--- config.mk ---
export PLATFORM = sky130hd
export DESIGN_NAME = stable_time_ordered_event_queue
export DESIGN_NICKNAME = d
export VERILOG_FILES = /design/src/rtl/core/teq_pkg.sv /design/src/rtl/core/teq_cell.sv /design/src/rtl/core/stable_time_ordered_event_queue.sv
export SDC_FILE = /design/constraint.sdc
export NUM_CORES = 2
export LEC_CHECK = 0
export BUFFER_PORTS_ARGS = -buffer_cell sky130_fd_sc_hd__buf_2
export CORE_MARGIN = 2
export CORE_UTILIZATION = 35
export DETAILED_ROUTE_END_ITERATION = 8
export RECOVER_POWER = 25
export SYNTH_ARGS = -nofsm -noshare
export SYNTH_HDL_FRONTEND = slang
export SYNTH_SLANG_ARGS = --single-unit
--- constraint.sdc ---
create_clock -name i_clk -period 6.99 [get_ports i_clk]
set_clock_uncertainty 0.2 [all_clocks]
set_input_delay 1.0485 -clock i_clk [delete_from_list [all_inputs] [get_ports i_clk]]
set_output_delay 1.0485 -clock i_clk [all_outputs]
set_load 0.01 [all_outputs]
--- src/rtl/core/teq_pkg.sv ---
// Types and constants for the stable time-ordered event queue.
`timescale 1ns / 1ps
package teq_pkg;

    // Default number of slots in the queue.
    localparam int TEQ_DEPTH = 16;

    localparam int TIME_W = 31;
    localparam int KIND_W = 2;

    typedef enum logic {
        CMD_INSERT = 1'b0,
        CMD_REMOVE = 1'b1
    } t_teq_cmd;

    typedef enum logic [1:0] {
        ST_OK       = 2'd0,
        ST_NEGATIVE = 2'd1,
        ST_EMPTY    = 2'd2,
        ST_FULL     = 2'd3
    } t_teq_status;

    // Operation applied to every cell of the chain in the same cycle.
    typedef enum logic [1:0] {
        OP_HOLD   = 2'd0,
        OP_INSERT = 2'd1,
        OP_REMOVE = 2'd2
    } t_teq_op;

    typedef struct packed {
        t_teq_cmd           command;
        logic signed [31:0] event_time;
        logic [KIND_W-1:0]  event_kind;
    } t_teq_in;

    typedef struct packed {
        t_teq_status       status;
        logic [TIME_W-1:0] out_time;
        logic [KIND_W-1:0] out_kind;
    } t_teq_out;

    // One stored event.
    typedef struct packed {
        logic [TIME_W-1:0] ev_time;
        logic [KIND_W-1:0] ev_kind;
    } t_teq_entry;

    // Control broadcast from the top level to every cell.
    typedef struct packed {
        t_teq_op    op;
        t_teq_entry new_entry;
    } t_teq_ctl;

endpackage

--- src/rtl/core/teq_cell.sv ---
// One slot of the sorted shift-register chain.
`timescale 1ns / 1ps
module teq_cell
    import teq_pkg::*;
(
    input  logic       i_clk,
    input  t_teq_ctl   i_ctl,
    input  logic       i_occ,
    input  logic       i_left_keep,
    input  t_teq_entry i_left,
    input  t_teq_entry i_right,
    output logic       o_keep,
    output t_teq_entry o_entry
);

    t_teq_entry r_entry;
    t_teq_entry n_entry;

    // An occupied slot whose time is not later than the new event stays put.
    assign o_keep  = i_occ && (r_entry.ev_time <= i_ctl.new_entry.ev_time);
    assign o_entry = r_entry;

    // Insert: keep, take the new event at the boundary, or shift right.
    // Remove: every slot but the last takes its right neighbor; the last keeps its own.
    always_comb begin
        n_entry = r_entry;
        case (i_ctl.op)
            OP_INSERT: begin
                if (o_keep) begin
                    n_entry = r_entry;
                end else if (i_left_keep) begin
                    n_entry = i_ctl.new_entry;
                end else begin
                    n_entry = i_left;
                end
            end
            OP_REMOVE: begin
                n_entry = i_right;
            end
            default: begin
                n_entry = r_entry;
            end
        endcase
    end

    always_ff @(posedge i_clk) begin
        r_entry <= n_entry;
    end

endmodule

--- src/rtl/core/stable_time_ordered_event_queue.sv ---
// Top level of the stable time-ordered event queue.
// An accepted request's result is in the output register in the following cycle.
// One request per cycle unless stalled; every slot cell compares and shifts in parallel.
// The input stalls only while a finished result waits and the output is stalled.
// Reset clears the fill count and the output valid; slot contents are left as they are.
`timescale 1ns / 1ps
module stable_time_ordered_event_queue
    import teq_pkg::*;
#(
    parameter int QUEUE_DEPTH = TEQ_DEPTH
) (
    input  logic     i_clk,
    input  logic     i_rst_n,
    input  logic     i_in_valid,
    output logic     o_in_stall,
    input  t_teq_in  i_in,
    output logic     o_out_valid,
    input  logic     i_out_stall,
    output t_teq_out o_out
);

    localparam int CNT_W = $clog2(QUEUE_DEPTH + 1);

    logic [CNT_W-1:0] r_count;
    logic [CNT_W-1:0] n_count;
    logic             r_out_valid;
    logic             n_out_valid;
    t_teq_out         r_out;
    t_teq_out         n_out;

    logic       accept;
    logic       is_neg;
    logic       is_full;
    logic       is_empty;
    t_teq_ctl   ctl;
    logic       keep  [QUEUE_DEPTH];
    t_teq_entry entry [QUEUE_DEPTH];

    // A new request enters unless a result is waiting on a stalled output.
    assign o_in_stall = r_out_valid && i_out_stall;
    assign accept     = i_in_valid && !o_in_stall;

    assign is_neg   = i_in.event_time[31];
    assign is_full  = (r_count == CNT_W'(QUEUE_DEPTH));
    assign is_empty = (r_count == '0);

    // Decode the request into the operation for the chain.
    always_comb begin
        ctl.new_entry.ev_time = i_in.event_time[TIME_W-1:0];
        ctl.new_entry.ev_kind = i_in.event_kind;
        ctl.op                = OP_HOLD;
        if (accept) begin
            case (i_in.command)
                CMD_INSERT: begin
                    if (!is_neg && !is_full) begin
                        ctl.op = OP_INSERT;
                    end
                end
                CMD_REMOVE: begin
                    if (!is_empty) begin
                        ctl.op = OP_REMOVE;
                    end
                end
                default: begin
                    ctl.op = OP_HOLD;
                end
            endcase
        end
    end

    // Chain of slot cells, slot 0 holding the earliest event.
    for (genvar g = 0; g < QUEUE_DEPTH; g++) begin : g_cell
        logic       left_keep;
        t_teq_entry left_entry;
        t_teq_entry right_entry;

        if (g == 0) begin : g_first
            assign left_keep  = 1'b1;
            assign left_entry = ctl.new_entry;
        end else begin : g_mid
            assign left_keep  = keep[g-1];
            assign left_entry = entry[g-1];
        end

        if (g == QUEUE_DEPTH - 1) begin : g_last
            assign right_entry = entry[g];
        end else begin : g_inner
            assign right_entry = entry[g+1];
        end

        teq_cell u_cell (
            .i_clk       (i_clk),
            .i_ctl       (ctl),
            .i_occ       (r_count > CNT_W'(g)),
            .i_left_keep (left_keep),
            .i_left      (left_entry),
            .i_right     (right_entry),
            .o_keep      (keep[g]),
            .o_entry     (entry[g])
        );
    end

    // Fill count follows the operation applied to the chain.
    always_comb begin
        case (ctl.op)
            OP_INSERT: n_count = r_count + 1'b1;
            OP_REMOVE: n_count = r_count - 1'b1;
            default:   n_count = r_count;
        endcase
    end

    // Result of the accepted request.
    always_comb begin
        n_out.status   = ST_OK;
        n_out.out_time = '0;
        n_out.out_kind = '0;
        if (i_in.command == CMD_INSERT) begin
            if (is_neg) begin
                n_out.status = ST_NEGATIVE;
            end else if (is_full) begin
                n_out.status = ST_FULL;
            end
        end else if (is_empty) begin
            n_out.status = ST_EMPTY;
        end else begin
            n_out.out_time = entry[0].ev_time;
            n_out.out_kind = entry[0].ev_kind;
        end
    end

    assign n_out_valid = accept || (r_out_valid && i_out_stall);

    // Control registers.
    always_ff @(posedge i_clk) begin
        if (!i_rst_n) begin
            r_count     <= '0;
            r_out_valid <= 1'b0;
        end else begin
            r_count     <= n_count;
            r_out_valid <= n_out_valid;
        end
    end

    // Output payload register loads on every accepted request.
    always_ff @(posedge i_clk) begin
        if (accept) begin
            r_out <= n_out;
        end
    end

    assign o_out_valid = r_out_valid;
    assign o_out       = r_out;

endmodule

; ---- Word level (Yosys, flattened, before mapping)
; Cells that the tools add are included.
; W data, S select, Z words.
[op_classes]
n_bitwise = 2
n_eq_ne = 18
n_reduce_logical = 42
addsub = 2
n_lt_le_gt_ge = 32
muxes = 54
[ops]
columns = cell, count
row1 = $mux W33, 30
row2 = $pmux W33 S2, 15
row3 = $le A31 B31 Y1, 16
row4 = $gt A5 B4 Y1 const B, 8
row5 = $reduce_and A2 Y1, 16
row6 = $ne A2 B2 Y1 const B, 15
row7 = $gt A5 B3 Y1 const B, 4
row8 = $logic_and A1 B1 Y1, 19
row9 = $mux W2, 6
row10 = $gt A5 B1 Y1 const B, 2
row11 = $gt A5 B2 Y1 const B, 2
row12 = $pmux W5 S2, 1
row13 = $add A5 B1 Y5 const B, 1
row14 = $eq A5 B5 Y1 const B, 1
row15 = $logic_not A5 Y1, 1
row16 = $sub A5 B1 Y5 const B, 1
row17 = $pmux W2 S2, 1
row18 = $logic_not A1 Y1, 3
row19 = $eq A2 B1 Y1 const B, 1
row20 = $eq A2 B2 Y1 const B, 1
row21 = $not A1 Y1, 2
row22 = $reduce_bool A2 Y1, 1
row23 = $reduce_or A2 Y1, 1
row24 = $logic_or A1 B1 Y1, 1
row25 = $mux W1, 1
[totals]
ff_bits = 569
out_inout_bits = 37
wordCells = 187
in_bits = 39

; ---- Logic depth before layout (Yosys ltp)
[depth]
ltp_word = 9
depth_mapped = 17
mapped_depth_nobuf = 11

; ---- Cells and area by module
; From an unflattened synthesis, not the netlist that was laid out.
[hier_totals]
hier_cells = 4306
hier_area_um2 = 41633.7
[by_module_without_submodules]
columns = mod, instances, area_per_inst_um2, cells_each, seq_area_each_um2
row1 = teq_cell at g_cell[0].u_cell ..., 15, 2478.6, 259, 991.0
row2 = teq_cell at g_cell[15].u_cell, 1, 2539.9, 261, 991.0
row3 = stable_time_ordered_event_queue, 1, 1914.3, 160, 1171.1

; ---- Worst setup path before layout
; OpenSTA, ideal clock, no wires.
[synth_path]
path_kind = in2reg
start = in i_out_stall
end = reg g_cell[14].u_cell.r_entry, in the netlist g_cell[14].u_cell.o_entry[0] (enable)
arrival_time_ns = 6.303
slack_ns = 0.047
required_time_ns = 6.351
setup_ns = 0.439
stages = 12
path_buffers = 5
path_cell_list = and2_1 -> nor2b_1 -> nand3_1 -> inv_1 -> ha_1 -> clkbuf_1 -> inv_1 -> clkbuf_1 -> clkbuf_1 -> clkbuf_1 -> clkbuf_1 -> a2bb2oi_1
[synth_via]
elab_chain_cells = 7
word_cells_on_any_way = 9
classes_between = eq/ne: 3 / mux: 1 / reduce/logical: 5
[synth_lines]
columns = item, line_no
row1 = start: declaration, stable_time_ordered_event_queue.sv:18  ; input logic i_out_stall,
row2 = $logic_and A1 B1 Y1 *, stable_time_ordered_event_queue.sv:40  ; assign o_in_stall = r_out_valid && i_out_stall;
row3 = $logic_not A1 Y1 *, stable_time_ordered_event_queue.sv:41  ; assign accept = i_in_valid && !o_in_stall;
row4 = $logic_and A1 B1 Y1 *, stable_time_ordered_event_queue.sv:41
row5 = net accept, stable_time_ordered_event_queue.sv:31  ; logic accept;
row6 = $mux W2 *, stable_time_ordered_event_queue.sv:52  ; if (accept) begin
row7 = $eq A2 B1 Y1 / $eq A2 B2 Y1 (equally long branches), -
row8 = $ne A2 B2 Y1 (no line) / $reduce_bool A2 Y1 (equally long branches), -
row9 = $reduce_and A2 Y1 (no line) *, -
row10 = end signal: assignment, teq_cell.sv:47  ; r_entry <= n_entry;
row11 = end: declaration, teq_cell.sv:16  ; t_teq_entry r_entry;
; Mark *: on every way through the listed nets, which the timed path passes. The rest lies on a longest branch.
; A chain may end at the register's enable or synchronous reset.

==> summary.txt <==
Clock network
  – CTS Sinks: between 500 and 600
  – CTS Buffer Depth: 3
  – Root buffer cell: clkbuf_16
  – Hold-fix buffers at CTS: 0
  – Postcts setup bufs: 0
  – Clock latency on the worst-skew pair: between 0.6 and 0.7 ns
  – Post-CTS Resized: 0
  – Total CTS buffers: between 70 and 80
  – H-Tree Depth: 3
  – Reg clk slew, reported paths: around 0.06 ns
  – CTS tree: done

Floorplanning
  – Rows: about 130
  – # IOs: between 70 and 80
  – Die Width: 347 um
  – Die H: 347 um
  – Initial core utilization: 0.353
  – Core ar.: about 120000 um^2
  – Die ar.: roughly 120000 um^2

Setup path
  – R2r setup slk: roughly 1.4 ns
  – Cells along the critical path: buf_2, and2_0, nor2b_4, buf_4, nand3_1, inv_1, ha_1, inv_6, clkbuf_1, nand2_1, clkbuf_1, o21ai_0, a311o_1
  – Reg-to-Reg Start: r_count[4]$_SDFFE_PN0P_
  – Worst path most repeated cell: clkbuf_1
  – Crit. End Element: register
  – WP data required: approximately 7.2 ns
  – Worst Setup SP: i_out_stall
  – Worst-case reg-to-reg path depth: 11
  – Worst setup SP type: primary input
  – CP Class: primary input to register
  – CP max stage cell: ha_1
  – CP max FO: 49
  – WP buf/inv: 6
  – Worst path max stage delay: between 0.9 and 1 ns
  – R2r endpoint: g_cell[12].u_cell.o_entry[6]$_DFFE_PP_
  – Crit path DAT: around 5.8 ns
  – Delay-heaviest family, CP: buffers and inverters

Logic synthesis
  – EDFF count, synth: about 560
  – Mean Syn Cell Area: ~10 um^2
  – Complex-gate fraction of the synthesized area: 0.215
  – Adder-cell area share of the yosys netlist: 0.153
  – Multiplexer area fraction after synthesis: 0.000487
  – Main combinational cell family by area after synthesis: compound AO/OA/AOI/OAI gates
  – Sequential share of the synthesized area: 0.414
  – Mapped Cells: 4197
  – Simple-gate share of the synthesized area: 0.175
  – Synth unique cells: 78
  – Ys async rst share: 0
  – Ys flop type: edfxtp_1
  – Post-synthesis xor/xnor area fraction: 0.000639
  – Syn_nets: 4739
  – Synth Cell Area: between 40000 and 50000 um^2
  – Yosys Warn Count: 0
  – #FFs+latches synth: roughly 570

Timing
  – Tcrit/Tclk final: 0.798
  – RSZ-0062 raised after global routing: false
  – Hold Fails Final Rpt: 0
  – Min Tclk post-route: about 5.6 ns
  – Slew Limit Fails: 186
  – Slew @ Worst Pin: 1.93 ns
  – Fmax: roughly 180 MHz
  – Setup Viol. Count Final: 0
  – Slew HR: -0.287
  – Setup TNS: 0 ns

Drt
  – Number of routed nets with antenna violations: 0
  – Starting DRT DRC Count: about 3700
  – DRT Pass-1 Iters: 6
  – Via/cell ratio: between 6 and 7
  – Post-Route WL: 144 mm
  – Drt drc: 0
  – Routed len/inst: approximately 25 um
  – Vias: between 30000 and 40000

Min path
  – Hold Path Sink: g_cell[14].u_cell.o_entry[1]$_DFFE_PP_
  – Hold Path Class: register to register
  – Hold Crit Depth: 2
  – Hold Crit Start: g_cell[15].u_cell.o_entry[1]$_DFFE_PP_

Global routing
  – Vias in the first global route: roughly 34000
  – Largest net degree at the start of global routing: about 130
  – GR Overflow Total: 0
  – Gr usage total: 0.232
  – Initial antenna violation count: 3
  – First-pass GRT wire length: 217 mm

Final layout
  – Commonest non-fill, non-tap cell in the layout: nand2_1
  – Layout cells sized above 1: 0.0670
  – Nets: around 4700
  – Fill cells: between 10000 and 15000
  – Area growth, synth to finish: 10.4%
  – Core Util, Final: 0.390
  – Most frequent cells in the layout: nand2_1, edfxtp_1, ha_1, o221ai_1, a21oi_1

Place
  – Dpl hpwl: around 110 mm
  – GPL Wtd Cong: roughly 0.94
  – IO buf count: between 70 and 80

Power and ir drop
  – Power consumption: approximately 9.4 mW
  – VDD IR-drop max: ~0.15 mV
  – Static Leak: 16.8 nW
  – P per Cell Area: 208 nW/um^2

Status
  – Failing checks: capacitance limit, slew limit
  – Status: complete, but fails checks

Job
  – MaxCap Viol Count: 7
[per-layer routing]
| layer | vias to the layer above | GRT usage | wire length [um] |
|---|---|---|---|
| met5 | - | 0 | 0 |
| met4 | 0 | 0.0680 | 4220 |
| met3 | 211 | 0.0383 | 12800 |
| met2 | 1674 | 0.349 | 61600 |
| met1 | 17500 | 0.341 | 65200 |
| li1 | 16400 | - | - |
[power by group]
group | switching [mW] | internal, mW | total, mW
clock network | 1.55 | 2.02 | 3.57
registers | 0.172 | 4.04 | 4.21
logic | 1.09 | 0.571 | 1.67
[worst register-to-register path, cell delays in order (launching register included)]
cell and delay, ns:
dfxtp_1 0.68, inv_1 0.49, nand2_1 0.20, nand3_1 0.13, inv_1 0.11, ha_1 0.98
inv_6 0.49, clkbuf_1 0.65, nand2_1 0.22, clkbuf_1 0.61, o21ai_0 0.24, a311o_1 0.35
[area by class of cell]
cell class | count | area (um^2) | area share
Sequential cell | 569 | 17000 | 0.375
Clock buffer | 93 | 1900 | 0.0419
Antenna cell | 2 | 5.00 | 0.000110
Timing Repair Buffer | 201 | 1210 | 0.0266
Clock inverter | 29 | 214 | 0.00472
Multi-Input combinational cell | 3222 | 22700 | 0.500
Inverter | 110 | 418 | 0.00921
Tap cell | 1524 | 1910 | 0.0420
[through the flow]
stage / hold WS (ns) / setup slack, ns / instance area, um^2 / cells
2_1_floorplan: 0.307 / 0.0475 / 41100 / 4197
3_3_place_gp: 0.333 / 1.41 / 43400 / 5625
3_5_place_dp: 0.334 / 1.40 / 43400 / 5625
4_1_cts: 0.347 / 2.04 / 45600 / 5747
5_1_grt: 0.367 / 0.994 / 45400 / 5748
6_report: 0.348 / 1.41 / 45400 / 5750
[kinds of logic (layout without fill, tap and decap cells)]
kind of cell,after synthesis,count (layout)
buffers and inverters,406,433
muxes,2,2
adders and majority gates,503,503
and+or+nand+nor,1545,1545
other,0,2
AOI/OAI and AO/OA,1169,1169
DFF,569,569
xor gates and xnor gates,3,3
[how the worst max path moves through the flow]
stage / slack [ns] / depth (start not counted) / to
after floorplan: 0.05 / 12 / g_cell[14].u_cell.o_entry[0]$_DFFE_PP_
after global placement: 1.41 / 10 / g_cell[7].u_cell.o_entry[27]$_DFFE_PP_
after detailed placement: 1.40 / 10 / g_cell[7].u_cell.o_entry[27]$_DFFE_PP_
after CTS: 2.04 / 10 / g_cell[7].u_cell.o_entry[12]$_DFFE_PP_
after global routing: 0.99 / 9 / g_cell[14].u_cell.o_entry[25]$_DFFE_PP_
final: 1.41 / 13 / g_cell[12].u_cell.o_entry[6]$_DFFE_PP_
[registers in the layout, indices dropped and copies added, names as in the netlist]
| signal | count |
|---|---|
| o_out_valid | 1 |
| r_count | 5 |
| g_cell.u_cell.o_entry | 528 |
| o_out | 35 |
[cells in the mapped netlist (41+ instances only)]
library cell | n | area share
nor3_1 | 55 | 0.0067
o221ai_1 | 194 | 0.041
clkbuf_1 | 232 | 0.021
nand2_1 | 873 | 0.080
nand3_1 | 59 | 0.0072
a221o_1 | 142 | 0.035
nor2_1 | 157 | 0.014
buf_2 | 41 | 0.0050
edfxtp_1 | 563 | 0.41
o21ai_0 | 135 | 0.016
a211oi_1 | 53 | 0.0097
nand4_1 | 104 | 0.016
and2_1 | 103 | 0.016
ha_1 | 503 | 0.15
o211ai_1 | 132 | 0.024
inv_1 | 110 | 0.010
or4_1 | 43 | 0.0079
a21oi_1 | 205 | 0.025
No activity file was read; power rests on OpenSTA's default activity.
